### config.mk
export PLATFORM = sky130hd
export DESIGN_NAME = swept_sphere_collision_test_top
export DESIGN_NICKNAME = d
export VERILOG_FILES = /design/src/design/ssct_pkg.sv /design/src/design/ssct_front.sv /design/src/design/ssct_queue.sv /design/src/design/ssct_back.sv /design/src/design/swept_sphere_collision_test_top.sv
export SDC_FILE = /design/constraint.sdc
export NUM_CORES = 2
export LEC_CHECK = 0
export ABC_AREA = 0
export BUFFER_PORTS_ARGS = -buffer_cell sky130_fd_sc_hd__buf_2
export CORE_ASPECT_RATIO = 1.75
export CORE_MARGIN = 8
export CORE_UTILIZATION = 59
export DETAILED_ROUTE_END_ITERATION = 12
export PLACE_DENSITY = 0.76
export SLEW_MARGIN = 0
export SYNTH_ARGS = -nofsm -noshare
export SYNTH_HDL_FRONTEND = slang
export SYNTH_SLANG_ARGS = --single-unit
### constraint.sdc
create_clock -name clk -period 17.7 [get_ports clk]
set_clock_uncertainty 0.05 [all_clocks]
set_input_delay 5.31 -clock clk [delete_from_list [all_inputs] [get_ports clk]]
set_output_delay 5.31 -clock clk [all_outputs]
set_load 0.01 [all_outputs]
### src/design/ssct_pkg.sv
// ----------------------------------------------------------------------------
// ssct_pkg
// Shared types, widths and codes of the swept sphere collision test.
// ----------------------------------------------------------------------------
package ssct_pkg;

	localparam int COORD_W  = 16;
	localparam int RADIUS_W = COORD_W - 1;
	localparam int DIFF_W   = COORD_W + 1;
	localparam int LIMB_W   = 18;
	localparam int WIDE_W   = 2 * LIMB_W;
	localparam int LEN_W    = 2 * DIFF_W;
	localparam int ACC_W    = 4 * LIMB_W;
	localparam int RSQ_W    = 2 * COORD_W;
	localparam int IN_DATA_W  = 112;
	localparam int OUT_DATA_W = 8;

	typedef logic signed [COORD_W-1:0] coord_t;
	typedef logic signed [DIFF_W-1:0]  diff_t;

	typedef enum logic [1:0] {
		PATH_NONE   = 2'd0,
		PATH_BEHIND = 2'd1,
		PATH_ALONG  = 2'd2,
		PATH_PAST   = 2'd3
	} path_t;

	typedef struct packed {
		logic                is_test;
		coord_t [2:0]        old_pos;
		coord_t [2:0]        new_pos;
		logic [RADIUS_W-1:0] radius;
	} item_t;

	typedef struct packed {
		logic  collision;
		logic  overlap_now;
		logic  swept_hit;
		logic  mover_second;
		path_t path_case;
	} result_t;

	function automatic logic [LIMB_W-1:0] mag_of(diff_t v);
		logic signed [LIMB_W-1:0] ext;
		ext = LIMB_W'(v);
		return v[DIFF_W-1] ? LIMB_W'(-ext) : LIMB_W'(ext);
	endfunction

	function automatic logic [LIMB_W-1:0] limb_of(logic [WIDE_W-1:0] x, logic hi);
		return hi ? x[WIDE_W-1:LIMB_W] : x[LIMB_W-1:0];
	endfunction

endpackage

### src/design/ssct_front.sv
// ----------------------------------------------------------------------------
// ssct_front
// Input side: takes stream words, tracks whether a first sphere is held and
// forwards loads and valid tests to the queue; drops orphan second spheres.
// ----------------------------------------------------------------------------
module ssct_front (
	input  logic                            clk,
	input  logic                            arst_n,
	input  logic                            in_valid,
	output logic                            in_ready,
	input  logic [ssct_pkg::IN_DATA_W-1:0]  in_data,
	input  logic                            in_slot,
	output logic                            push,
	output ssct_pkg::item_t                 push_item,
	input  logic                            q_full
);
	import ssct_pkg::*;

	logic held_q;
	logic take;

	assign in_ready = !q_full;
	assign take     = in_valid && in_ready;
	assign push     = take && (!in_slot || held_q);

	always_comb begin
		push_item.is_test    = in_slot;
		push_item.old_pos[0] = in_data[15:0];
		push_item.old_pos[1] = in_data[31:16];
		push_item.old_pos[2] = in_data[47:32];
		push_item.new_pos[0] = in_data[63:48];
		push_item.new_pos[1] = in_data[79:64];
		push_item.new_pos[2] = in_data[95:80];
		push_item.radius     = in_data[110:96];
	end

	// a first sphere arms the pair, a second one consumes it
	always_ff @(posedge clk or negedge arst_n) begin
		if (!arst_n) begin
			held_q <= 1'b0;
		end else if (take) begin
			held_q <= !in_slot;
		end
	end

endmodule

### src/design/ssct_queue.sv
// ----------------------------------------------------------------------------
// ssct_queue
// Two-entry queue between the front and the back.
// ----------------------------------------------------------------------------
module ssct_queue (
	input  logic            clk,
	input  logic            arst_n,
	input  logic            push,
	input  ssct_pkg::item_t push_item,
	output logic            full,
	input  logic            pop,
	output logic            not_empty,
	output ssct_pkg::item_t head
);
	import ssct_pkg::*;

	item_t      mem_q [2];
	logic       wr_q;
	logic       rd_q;
	logic [1:0] cnt_q;

	assign full      = (cnt_q == 2'd2);
	assign not_empty = (cnt_q != 2'd0);
	assign head      = mem_q[rd_q];

	always_ff @(posedge clk) begin
		if (push) begin
			mem_q[wr_q] <= push_item;
		end
	end

	always_ff @(posedge clk or negedge arst_n) begin
		if (!arst_n) begin
			wr_q  <= 1'b0;
			rd_q  <= 1'b0;
			cnt_q <= 2'd0;
		end else begin
			if (push) wr_q <= !wr_q;
			if (pop)  rd_q <= !rd_q;
			cnt_q <= cnt_q + 2'(push) - 2'(pop);
		end
	end

endmodule

### src/design/ssct_back.sv
// ----------------------------------------------------------------------------
// ssct_back
// Execution side: holds the first sphere and runs each test through one
// shared 18x18 multiply-accumulate unit, then parks the result.
// ----------------------------------------------------------------------------
module ssct_back (
	input  logic              clk,
	input  logic              arst_n,
	input  logic              q_not_empty,
	input  ssct_pkg::item_t   q_head,
	output logic              pop,
	output logic              out_valid,
	input  logic              out_ready,
	output ssct_pkg::result_t out_res
);
	import ssct_pkg::*;

	typedef enum logic [11:0] {
		S_IDLE = 12'h001,
		S_RSQ  = 12'h002,
		S_CUR  = 12'h004,
		S_L1   = 12'h008,
		S_L2   = 12'h010,
		S_DW   = 12'h020,
		S_DV   = 12'h040,
		S_LEN  = 12'h080,
		S_PRA  = 12'h100,
		S_PRB  = 12'h200,
		S_PRC  = 12'h400,
		S_OUT  = 12'h800
	} state_t;

	state_t state_q;
	logic [1:0] k_q;

	coord_t [2:0] ho_q, hn_q, op_q, np_q;
	logic [RADIUS_W-1:0] hr_q, rad_q;
	diff_t [2:0] u_q, w_q, v_q;
	diff_t [2:0] cur, m1, m2;

	logic [RSQ_W-1:0] rsq_q;
	logic [LEN_W-1:0] l1_q, lu_q, lw_q, proj_q;
	logic signed [ACC_W-1:0] acc_q, acc_nxt;
	logic ov_q, sw_q, sec_q, len_v_q;
	path_t path_q;
	result_t res_q;
	logic out_valid_q;

	logic [LIMB_W-1:0] ma, mb;
	logic neg, clear, last;
	logic [1:0] shn;
	diff_t ea, eb;
	logic [WIDE_W-1:0] prod;
	logic [ACC_W-1:0] term;
	logic [COORD_W-1:0] rsum;
	logic [LEN_W-1:0] len_now;

	for (genvar i = 0; i < 3; i++) begin : g_diff
		assign cur[i] = DIFF_W'(np_q[i]) - DIFF_W'(hn_q[i]);
		assign m1[i]  = DIFF_W'(hn_q[i]) - DIFF_W'(ho_q[i]);
		assign m2[i]  = DIFF_W'(np_q[i]) - DIFF_W'(op_q[i]);
	end

	assign rsum    = COORD_W'(hr_q) + COORD_W'(rad_q);
	assign pop     = (state_q == S_IDLE) && q_not_empty;
	assign len_now = acc_nxt[LEN_W-1:0];

	// operand selection for the shared multiplier
	always_comb begin
		ea  = '0;
		eb  = '0;
		ma  = '0;
		mb  = '0;
		neg = 1'b0;
		shn = 2'd0;
		case (state_q)
			S_CUR: begin ea = cur[k_q]; eb = cur[k_q]; end
			S_L1:  begin ea = m1[k_q];  eb = m1[k_q];  end
			S_L2:  begin ea = m2[k_q];  eb = m2[k_q];  end
			S_DW:  begin ea = u_q[k_q]; eb = w_q[k_q]; end
			S_DV:  begin ea = u_q[k_q]; eb = v_q[k_q]; end
			S_LEN: begin
				ea = len_v_q ? v_q[k_q] : w_q[k_q];
				eb = ea;
			end
			default: begin end
		endcase
		case (state_q)
			S_RSQ: begin
				ma = LIMB_W'(rsum);
				mb = LIMB_W'(rsum);
			end
			S_PRA: begin
				ma = limb_of(WIDE_W'(lw_q), k_q[1]);
				mb = limb_of(WIDE_W'(lu_q), k_q[0]);
				shn = 2'(k_q[1]) + 2'(k_q[0]);
			end
			S_PRB: begin
				ma = limb_of(WIDE_W'(proj_q), k_q[1]);
				mb = limb_of(WIDE_W'(proj_q), k_q[0]);
				shn = 2'(k_q[1]) + 2'(k_q[0]);
				neg = 1'b1;
			end
			S_PRC: begin
				ma = limb_of(WIDE_W'(rsq_q), k_q[1]);
				mb = limb_of(WIDE_W'(lu_q), k_q[0]);
				shn = 2'(k_q[1]) + 2'(k_q[0]);
				neg = 1'b1;
			end
			default: begin
				ma  = mag_of(ea);
				mb  = mag_of(eb);
				neg = ea[DIFF_W-1] ^ eb[DIFF_W-1];
			end
		endcase
	end

	always_comb begin
		prod    = ma * mb;
		term    = ACC_W'(prod) << (LIMB_W * shn);
		clear   = (k_q == 2'd0) && (state_q != S_PRB) && (state_q != S_PRC);
		acc_nxt = (clear ? '0 : acc_q) + (neg ? -$signed(term) : $signed(term));
		case (state_q)
			S_RSQ:                 last = 1'b1;
			S_PRA, S_PRB, S_PRC:   last = (k_q == 2'd3);
			default:               last = (k_q == 2'd2);
		endcase
	end

	always_ff @(posedge clk) begin
		acc_q <= acc_nxt;
		if (pop && !q_head.is_test) begin
			ho_q <= q_head.old_pos;
			hn_q <= q_head.new_pos;
			hr_q <= q_head.radius;
		end
		if (pop && q_head.is_test) begin
			op_q  <= q_head.old_pos;
			np_q  <= q_head.new_pos;
			rad_q <= q_head.radius;
		end
		if (last) begin
			case (state_q)
				S_RSQ: rsq_q <= acc_nxt[RSQ_W-1:0];
				S_CUR: ov_q  <= len_now < LEN_W'(rsq_q);
				S_L1:  l1_q  <= len_now;
				S_L2: begin
					// a tie or no motion at all leaves the first sphere as mover
					sec_q <= l1_q < len_now;
					lu_q  <= (l1_q < len_now) ? len_now : l1_q;
					for (int i = 0; i < 3; i++) begin
						if (l1_q < len_now) begin
							u_q[i] <= m2[i];
							w_q[i] <= DIFF_W'(hn_q[i]) - DIFF_W'(op_q[i]);
							v_q[i] <= DIFF_W'(hn_q[i]) - DIFF_W'(np_q[i]);
						end else begin
							u_q[i] <= m1[i];
							w_q[i] <= DIFF_W'(np_q[i]) - DIFF_W'(ho_q[i]);
							v_q[i] <= DIFF_W'(np_q[i]) - DIFF_W'(hn_q[i]);
						end
					end
					if (l1_q == '0 && len_now == '0) begin
						sw_q   <= 1'b0;
						path_q <= PATH_NONE;
					end
				end
				S_DW: begin
					proj_q  <= len_now;
					len_v_q <= 1'b0;
					if (acc_nxt < 0) path_q <= PATH_BEHIND;
				end
				S_DV: begin
					len_v_q <= !(acc_nxt < 0);
					path_q  <= (acc_nxt < 0) ? PATH_ALONG : PATH_PAST;
				end
				S_LEN: begin
					lw_q <= len_now;
					sw_q <= len_now <= LEN_W'(rsq_q);
				end
				S_PRC: sw_q <= !(acc_nxt > 0);
				default: begin end
			endcase
		end
		if (state_q == S_OUT && (!out_valid_q || out_ready)) begin
			res_q.collision    <= ov_q || sw_q;
			res_q.overlap_now  <= ov_q;
			res_q.swept_hit    <= sw_q;
			res_q.mover_second <= sec_q;
			res_q.path_case    <= path_q;
		end
	end

	// sequencer
	always_ff @(posedge clk or negedge arst_n) begin
		if (!arst_n) begin
			state_q     <= S_IDLE;
			k_q         <= 2'd0;
			out_valid_q <= 1'b0;
		end else begin
			if (state_q == S_IDLE || state_q == S_OUT) begin
				k_q <= 2'd0;
			end else begin
				k_q <= last ? 2'd0 : k_q + 2'd1;
			end
			if (state_q == S_OUT && (!out_valid_q || out_ready)) begin
				out_valid_q <= 1'b1;
			end else if (out_ready) begin
				out_valid_q <= 1'b0;
			end
			case (state_q)
				S_IDLE: if (pop && q_head.is_test) state_q <= S_RSQ;
				S_RSQ: state_q <= S_CUR;
				S_CUR: if (last) state_q <= S_L1;
				S_L1:  if (last) state_q <= S_L2;
				S_L2:  if (last) state_q <= (l1_q == '0 && len_now == '0) ? S_OUT : S_DW;
				S_DW:  if (last) state_q <= (acc_nxt < 0) ? S_LEN : S_DV;
				S_DV:  if (last) state_q <= S_LEN;
				S_LEN: if (last) state_q <= (path_q == PATH_ALONG) ? S_PRA : S_OUT;
				S_PRA: if (last) state_q <= S_PRB;
				S_PRB: if (last) state_q <= S_PRC;
				S_PRC: if (last) state_q <= S_OUT;
				S_OUT: if (!out_valid_q || out_ready) state_q <= S_IDLE;
				default: state_q <= S_IDLE;
			endcase
		end
	end

	assign out_valid = out_valid_q;
	assign out_res   = res_q;

endmodule

### src/design/swept_sphere_collision_test_top.sv
// ----------------------------------------------------------------------------
// swept_sphere_collision_test_top
// Overlap and swept-path collision test for a pair of spheres.
// ----------------------------------------------------------------------------
// Usage:
//   Input words arrive on the s_axis group, one sphere per word. tuser is
//   the slot: 0 loads the first sphere of a pair, 1 runs the test against
//   the held sphere and yields one result word on m_axis. A slot 1 word with
//   no sphere held is dropped; a repeated slot 0 word replaces the held one.
//   The front takes words into a two-entry queue; the back drains it and
//   works one test at a time through a single 18x18 multiply-accumulate.
// Timing:
//   A load is taken while the back is idle. A test takes least time with no
//   motion, more when the nearest point is behind the start, more again when
//   it is past the end and most when it lies along the path; the multiplier
//   steps (one square or product term per cycle) set this.
// Reset:
//   arst_n empties the queue and clears the held-sphere flag and output valid.
// Stall:
//   A result waits in the output register; the back carries on with the
//   next test and holds it finished until that register frees, while the
//   queue fills and then drops s_axis_tready.
// ----------------------------------------------------------------------------
module swept_sphere_collision_test_top (
	input  logic                            clk,
	input  logic                            arst_n,
	input  logic                            s_axis_tvalid,
	output logic                            s_axis_tready,
	// old_x, old_y, old_z, new_x, new_y, new_z, radius, zero pad
	input  logic [ssct_pkg::IN_DATA_W-1:0]  s_axis_tdata,
	// sphere_slot
	input  logic                            s_axis_tuser,
	output logic                            m_axis_tvalid,
	input  logic                            m_axis_tready,
	// collision, overlap_now, swept_hit, mover_second, path_case[1:0], zero pad
	output logic [ssct_pkg::OUT_DATA_W-1:0] m_axis_tdata
);
	import ssct_pkg::*;

	logic    push, q_full, q_not_empty, pop;
	item_t   push_item, q_head;
	result_t res;

	ssct_front u_front (
		.clk       (clk),
		.arst_n    (arst_n),
		.in_valid  (s_axis_tvalid),
		.in_ready  (s_axis_tready),
		.in_data   (s_axis_tdata),
		.in_slot   (s_axis_tuser),
		.push      (push),
		.push_item (push_item),
		.q_full    (q_full)
	);

	ssct_queue u_queue (
		.clk       (clk),
		.arst_n    (arst_n),
		.push      (push),
		.push_item (push_item),
		.full      (q_full),
		.pop       (pop),
		.not_empty (q_not_empty),
		.head      (q_head)
	);

	ssct_back u_back (
		.clk         (clk),
		.arst_n      (arst_n),
		.q_not_empty (q_not_empty),
		.q_head      (q_head),
		.pop         (pop),
		.out_valid   (m_axis_tvalid),
		.out_ready   (m_axis_tready),
		.out_res     (res)
	);

	// pack the result word, collision in the lowest bit
	assign m_axis_tdata = {2'b00, res.path_case, res.mover_second, res.swept_hit,
		res.overlap_now, res.collision};

`ifndef SYNTH
	a_no_overflow: assert property (@(posedge clk) disable iff (!arst_n)
		!(push && q_full && !pop))
		else $error("queue written while full");

	a_collision_or: assert property (@(posedge clk) disable iff (!arst_n)
		m_axis_tvalid |-> (m_axis_tdata[0] == (m_axis_tdata[1] || m_axis_tdata[2])))
		else $error("collision flag not the OR of the two tests");

	a_still_quiet: assert property (@(posedge clk) disable iff (!arst_n)
		(m_axis_tvalid && m_axis_tdata[5:4] == PATH_NONE)
		|-> (!m_axis_tdata[2] && !m_axis_tdata[3]))
		else $error("swept result without motion");

	a_pop_needs_data: assert property (@(posedge clk) disable iff (!arst_n)
		pop |-> q_not_empty)
		else $error("queue read while empty");
`endif

endmodule

After elaboration in Yosys (flattened, before gate mapping)
Memories as Yosys holds them, arrays and structs flattened.
Index checks and enable logic that the tools add are counted.
- bits in registers: 647
- memory bits (writable): 224
- output and inout port bits: 10
- word-level logic and storage cells: 226
- memories: 1
- memory list (name ; depth ; width ; read ports ; clocked after Yosys merged registers in ; write ports ; line ; text):
    u_queue.mem_q ; 2 ; 112 ; 1 ; 0 ; 1 ; ssct_queue.sv:17 ; item_t mem_q [2];
- add/subtract/negate cells: 27
- multipliers: 2
- $lt $le $gt $ge: 6
- equal/unequal tests: 31
- shift-type cells: 1
- mux-type cells: 67
- bitwise gates (word level): 1
- reduce and logical (&&, ||, !) cells: 44
- operators by type and width (kind ; count):
    subtractor 16 x 16 -> 17 bit ; 18
    2-to-1 mux 17 bit ; 16
    binary-select mux 17 bit (select 2 bit) ; 6
    2-to-1 mux 12 bit ; 13
    2-to-1 mux 72 bit ; 2
    one-hot mux 12 bit (12 select lines) ; 1
    2-to-1 mux 18 bit ; 7
    one-hot mux 17 bit (6 select lines) ; 1
    one-hot mux 17 bit (5 select lines) ; 1
    adder 72 bit ; 1
    > comparator 72 x 1 -> 1 bit, second input constant ; 1
    less-than comparator 72 x 1 -> 1 bit, second input constant ; 1
    negator 72 bit ; 1
    one-hot mux 18 bit (4 select lines) ; 1
    << shifter 36 x 7 -> 72 bit ; 1
    logical NOT 34 bit ; 2
    one-hot mux 18 bit (3 select lines) ; 1
    multiplier 18 x 18 -> 36 bit ; 1
    negator 17 -> 18 bit ; 2
    less-or-equal comparator 34 x 32 -> 1 bit ; 1
    less-than comparator 34 x 32 -> 1 bit ; 1
    less-than comparator 34 bit ; 1
    2-to-1 mux 34 bit ; 1
    inequality test 2 x 1 -> 1 bit, second input constant ; 11
    other kinds (42) ; 87

Longest topological paths before layout
- depth in word-level cells: 17
- gate-level depth with buffers: 69

Modules after synthesis
From an unflattened synthesis, not the netlist that was laid out.
- cells, all modules: 7360
- area, all modules: 71396.0 µm²
- by module, submodules not included (module ; instances ; cells each ; area each (µm²) ; seq. area each (µm²)):
    ssct_back ; 1 ; 6875 ; 61900.6 ; 18484.0
    ssct_queue ; 1 ; 364 ; 8574.5 ; 6826.5
    ssct_front ; 1 ; 118 ; 902.1 ; 25.0
    swept_sphere_collision_test_top ; 1 ; 3 ; 18.8 ; 0.0

Least setup slack after synthesis
OpenSTA, ideal clock, no wires.
- path kind: register to register
- from: register u_back.state_q[0]
- to: register u_back.sw_q (data pin)
- arrival: 17.909 ns
- path slack: -0.389 ns
- stages on the path, launching flop included: 56
- clock period less this slack: 18.089 ns
- path through: dfstp_2 buf_2 nor4_2 and3_1 nand2_1 clkinv_1 a222oi_1 o221a_2 nand3_1 nor4_1 nor2b_1 a31o_2 xnor2_1 a21boi_1 buf_2 nand2_1 fa_1 inv_1 [... 20 more ...] nand2_1 o31ai_1 xor2_1 ha_1 clkbuf_1 nand4_1 nor2_1 o21ai_0 a221o_1 a21oi_2 o2111ai_2 o311ai_2 mux2i_1 or4_1 or4_1 or4_1 nor4b_1 a211o_1
- cells in the longest elaborated chain, start to end: 14
- elaborated cells on any way between the ends: 41
- those cells by class: add/sub: 4; mul: 2; order compare: 2; eq/ne: 12; shift: 1; mux: 11; bitwise: 1; reduce/logical: 8
- ends and longest elaborated chain (element ; line ; text):
    start: declaration ; ssct_back.sv:33 ; state_t state_q;
    start signal: assignment ; ssct_back.sv:215 ; S_L2: if (last) state_q <= (l1_q == '0 && len_now == '0) ? S_OUT : S_DW;
    start signal: assignment ; ssct_back.sv:216 ; S_DW: if (last) state_q <= (acc_nxt < 0) ? S_LEN : S_DV;
    start signal: assignment ; ssct_back.sv:218 ; S_LEN: if (last) state_q <= (path_q == PATH_ALONG) ? S_PRA : S_OUT;
    equality test 12 x 6 -> 1 bit / equality test 12 x 7 -> 1 bit (equally long branches) ; ssct_back.sv:76 ; case (state_q)
    OR reduction 2 bit (no line) ; -- ;
    one-hot mux 17 bit (5 select lines) ; ssct_back.sv:76 ;
    negator 17 -> 18 bit ; ssct_pkg.sv:46 ; return v[DIFF_W-1] ? LIMB_W'(-ext) : LIMB_W'(ext);
    2-to-1 mux 18 bit ; ssct_pkg.sv:46 ;
    one-hot mux 18 bit (4 select lines) ; ssct_back.sv:88 ; case (state_q)
    multiplier 18 x 18 -> 36 bit ; ssct_back.sv:119 ; prod = ma * mb;
    << shifter 36 x 7 -> 72 bit ; ssct_back.sv:120 ; term = ACC_W'(prod) << (LIMB_W * shn);
    negator 72 bit ; ssct_back.sv:122 ; acc_nxt = (clear ? '0 : acc_q) + (neg ? -$signed(term) : $signed(term));
    2-to-1 mux 72 bit ; ssct_back.sv:122 ;
    adder 72 bit ; ssct_back.sv:122 ;
    > comparator 72 x 1 -> 1 bit ; ssct_back.sv:180 ; S_PRC: sw_q <= !(acc_nxt > 0);
    logical NOT 1 bit ; ssct_back.sv:180 ;
    one-hot mux 1 bit (3 select lines) * ; ssct_back.sv:143 ; case (state_q)
    end signal: assignment ; ssct_back.sv:178 ; sw_q <= len_now <= LEN_W'(rsq_q);
    end signal: assignment ; ssct_back.sv:180 ;
    end: declaration ; ssct_back.sv:44 ; logic ov_q, sw_q, sec_q, len_v_q;
Every way passes the cells marked *; elsewhere a longest branch is shown, timed or not.
A chain may end at the register's enable or synchronous reset.

Worst setup path after layout
- from: register u_back.state_q[1]
- to: register u_back.sw_q (data pin)
The elaborated chain is that of the path after synthesis.

==> metrics.csv <==
stage,metric,value,unit
synth,yosys.area_share.simple,0.147,
die,design.portCount,127,
setup_path,worst_setup_path_startpoint,u_back.state_q[1],
synth,yosys-mux-area-fraction,0.0412,
clock_network,ctsLongestPathBuffers,3,
pwr,pwr-share-seq,0.213,
route,detail_route.wirelength,278000,um
pwr,ratio_of_total_power_to_cell_area,189,nW/um^2
timing,setup-violations-final,0,
place,gp_routability_congestion,1.14,
route,vias_after_detailed_routing,61151,
synth,synthesis.area_per_instance,9.66,sq um
synth,ys_types,115,
synth,post_synth_inst_count,7184,
timing,final.hold.worst_slack,413,ps
synth,synthArstFlopShare,0.0230,
pwr,static-leakage-power,34.6,nW
die,dieWidth,275,um
timing,fmax,0.0575,GHz
clock_network,clk_latency,760,ps
pwr,combinationalPowerShare,0.659,
synth,yosys_warnings,0,
timing,final.setup.tns,0,ps
worst_hold_path,worst_hold_path_type,reg2reg,
pwr,p_clk_frac,0.128,
synth,ys_seq_area_frac,0.365,
run,max-cap-violations,1,
die,initial_utilization,0.594,
clock_network,cts_hold_repair.buffers,0,
die,core.rowCount,166,
final_layout,drive_above_1_share,0.161,
synth,compound_cell_area_share_of_the_yosys_netlist,0.164,
setup_path,worstReg2RegStart,u_back.state_q[1],
place,buffer_ports.inserted,123,
clock_network,cts_inserted_buffers,83,
place,detailed_place_hpwl,218000,um
setup_path,worstPathArrival,17920,ps
setup_path,crit_path_frequent_cell,sky130_fd_sc_hd__buf_4,
grt,grt_first_pass_wirelength,399000,um
grt,grt_usage,0.425,
clock_network,tritoncts_num_sinks,871,
die,die_height,470,um
route,drc,0,
route,wire_per_inst,29.6,um
route,postRouteAntennaNets,0,
synth,synth-seq-cells,871,
timing,fin_crit,17380,ps
setup_path,critical_path.startpoint_type,register,
clock_network,htree_levels,3,
route,vias_per_cell,6.50,
timing,setup_slack,319,ps
setup_path,crit_path_end,u_back.sw_q,
grt,grt_pass1_vias,62242,
setup_path,critical_path_required,18240,ps
setup_path,regToRegEndpoint,u_back.sw_q,
clock_network,cts.clk_slew.worst_paths,70,ps
final_layout,layout.core_utilization,0.681,
final_layout,fin_nets,8770,
setup_path,category_of_the_most_critical_setup_path,reg2reg,
grt,antenna_violations_before_repair,23,
setup_path,cp_top_family,simple AND/OR/NAND/NOR gates,
setup_path,worstPathMaxFanout,13,
setup_path,setup.reg_to_reg.worst_slack,320,ps
setup_path,reg2regPathDepth,59,
pwr,switching_power,7.46,mW
die,area_inside_the_core_boundary,117000,sq um
timing,hold_violations,0,
place,dpl-instance-area,76400,sq um
synth,synth_top_family_by_area,adder cells,
grt,aggregate_global_routing_overflow,0,
pwr,p_int,7.59,mW
final_layout,final_design_area_no_fill,79700,sq um
status,outcome,"finished, violations left",
route,firstDrtPassIters,9,
place,post-place-ws,357,ps
grt,largest_net_degree_at_the_start_of_global_routing,73,
timing,slew_headroom,-0.0381,
synth,yosys.area_share.xor_xnor,0.0465,
setup_path,worstSetupPathDepth,59,
synth,synth.cell_area,69400,sq um
timing,worst_max_slew_pin_slew,1540,ps
pwr,netSwitchingFraction,0.496,
pwr,power.ir.vdd_worst,0.000212,V
clock_network,tritoncts,yes,
setup_path,cpMaxStageDelayCell,sky130_fd_sc_hd__mux2i_1,
final_layout,area_growth_syn_to_layout,14.8,%
synth,synth_ff_type,sky130_fd_sc_hd__edfxtp_1,
synth,synth-edff-count,779,
timing,timing_max_transition_violations_final,2,
status,violations,"max-capacitance violations, max-slew violations",
clock_network,root_buffer,sky130_fd_sc_hd__clkbuf_16,
setup_path,timing.critical_path.buf_inv,13,
timing,layout_worst_path_cycle_share,0.982,
synth,yosys.area_share.adder,0.180,
setup_path,cpPeakStageDelay,930,ps
setup_path,critical_path.endpoint_type,register,
route,initialDrtViolationCount,5484,
die,die-area,129000,sq um
## stage by stage
step	power, mW	cells
after floorplan	8.52	7185
final	15.0	9413
after global routing	15.7	9404
after global placement	12.4	9242
after detailed placement	12.6	9243
after CTS	14.6	9397
## cell usage in the layout, fill, tap and decap left out, types with 61 or more instances in the layout
| cell | count |
|---|---|
| sky130_fd_sc_hd__nor3_1 | 103 |
| sky130_fd_sc_hd__mux2i_1 | 128 |
| sky130_fd_sc_hd__buf_2 | 123 |
| sky130_fd_sc_hd__nand3_1 | 109 |
| sky130_fd_sc_hd__a21oi_1 | 426 |
| sky130_fd_sc_hd__inv_1 | 717 |
| sky130_fd_sc_hd__or3_1 | 70 |
| sky130_fd_sc_hd__clkbuf_16 | 83 |
| sky130_fd_sc_hd__nand2_1 | 665 |
| sky130_fd_sc_hd__edfxtp_1 | 779 |
| sky130_fd_sc_hd__a21o_1 | 132 |
| sky130_fd_sc_hd__nand2b_1 | 86 |
| sky130_fd_sc_hd__xor2_1 | 137 |
| sky130_fd_sc_hd__and2_1 | 142 |
| sky130_fd_sc_hd__a21boi_0 | 65 |
| sky130_fd_sc_hd__o31ai_1 | 61 |
| sky130_fd_sc_hd__ha_1 | 556 |
| sky130_fd_sc_hd__nand4_1 | 70 |
| sky130_fd_sc_hd__o21a_1 | 68 |
| sky130_fd_sc_hd__buf_4 | 708 |
| sky130_fd_sc_hd__nor2_1 | 494 |
| sky130_fd_sc_hd__xnor2_1 | 225 |
| sky130_fd_sc_hd__nor2b_1 | 95 |
| sky130_fd_sc_hd__o21ai_0 | 391 |
| sky130_fd_sc_hd__mux2_2 | 139 |
| sky130_fd_sc_hd__a31oi_1 | 63 |
| sky130_fd_sc_hd__fa_1 | 276 |
| sky130_fd_sc_hd__dfxtp_1 | 72 |
## sequential cells by signal (all words and copies together), names as in the netlist, 48 cells and up
register,cells
u_back.u_q,51
u_back.w_q,51
u_back.hn_q,48
u_back.np_q,48
u_back.ho_q,48
u_back.acc_q,72
u_back.op_q,48
u_back.v_q,51
u_queue.mem_q,224
## repair_timing
item	CTS	global route
resized for setup	0	42
buffers inserted	0	3
endpoints found under the setup margin	0	184
hold endpoints to repair	0	0
## final cells by class
| cell class | instances | area [sq um] |
|---|---|---|
| sequential | 871 | 25300 |
| clock buffer | 93 | 2120 |
| timing repair buffer | 848 | 6260 |
| clock inverter | 61 | 762 |
| antenna | 11 | 27.5 |
| inverter | 722 | 2720 |
| fill | 9041 | 37300 |
| multi-input combinational | 5295 | 40500 |
| tap | 1512 | 1890 |
## cell usage after synthesis (39+ instances only)
master / n / area share
sky130_fd_sc_hd__edfxtp_1: 779 / 0.34
sky130_fd_sc_hd__inv_1: 718 / 0.039
sky130_fd_sc_hd__nand2_1: 665 / 0.036
sky130_fd_sc_hd__ha_1: 556 / 0.10
sky130_fd_sc_hd__nor2_1: 499 / 0.027
sky130_fd_sc_hd__a21oi_1: 429 / 0.031
sky130_fd_sc_hd__o21ai_0: 395 / 0.028
sky130_fd_sc_hd__fa_1: 276 / 0.080
sky130_fd_sc_hd__clkbuf_1: 232 / 0.013
sky130_fd_sc_hd__xnor2_1: 229 / 0.029
sky130_fd_sc_hd__and2_1: 146 / 0.013
sky130_fd_sc_hd__mux2_2: 139 / 0.023
sky130_fd_sc_hd__xor2_1: 138 / 0.017
sky130_fd_sc_hd__a21o_1: 132 / 0.014
sky130_fd_sc_hd__mux2i_1: 129 / 0.019
sky130_fd_sc_hd__nand3_1: 111 / 0.0080
sky130_fd_sc_hd__nor3_1: 104 / 0.0075
sky130_fd_sc_hd__nor2b_1: 97 / 0.0087
sky130_fd_sc_hd__nand2b_1: 86 / 0.0078
sky130_fd_sc_hd__dfxtp_1: 72 / 0.021
sky130_fd_sc_hd__nand4_1: 70 / 0.0063
sky130_fd_sc_hd__or3_1: 70 / 0.0063
sky130_fd_sc_hd__o21a_1: 69 / 0.0075
sky130_fd_sc_hd__a21boi_0: 65 / 0.0070
sky130_fd_sc_hd__a31oi_1: 64 / 0.0058
sky130_fd_sc_hd__o31ai_1: 64 / 0.0069
sky130_fd_sc_hd__a211oi_1: 51 / 0.0055
sky130_fd_sc_hd__a22oi_1: 51 / 0.0055
sky130_fd_sc_hd__and3_1: 49 / 0.0044
sky130_fd_sc_hd__o211ai_1: 45 / 0.0049
sky130_fd_sc_hd__buf_2: 41 / 0.0030
sky130_fd_sc_hd__nor4_1: 39 / 0.0035
## how the worst min path moves through the flow
stage,from,end,depth (start not counted)
after detailed placement,u_back.sec_q,u_back.out_res[2],0
final,u_back.sec_q,u_back.out_res[2],0
after global routing,u_back.sec_q,u_back.out_res[2],0
after floorplan,u_back.sec_q,u_back.out_res[2],0
after global placement,u_front.held_q,u_front.held_q,2
after CTS,u_back.sec_q,u_back.out_res[2],0
## metal layers
layer  share of wire  routed length [um]  track usage
met2            0.48              134000        0.718
met1            0.30               83700        0.394
met4            0.14               40300        0.476
met3           0.072               20200       0.0960
met5         0.00035                  97            0
## logic make-up after synthesis
kind of cell / count (synthesis)
buffers and inverters: 1019
muxes: 268
other: 1
xor gates and xnor gates: 368
and+or+nand+nor: 2086
AOI/OAI and AO/OA: 1739
adders and majority gates: 832
DFF: 871
## power by group through the flow
stage,Sequential [mW],Combinational [mW],Clock (mW)
5_1_grt,3.23,10.4,1.99
3_5_place_dp,3.23,9.36,0
3_3_place_gp,3.21,9.15,0
6_report,3.21,9.92,1.92
4_1_cts,3.19,9.45,1.92
2_1_floorplan,3.15,5.37,0
No activity file was read; power rests on OpenSTA's default activity.
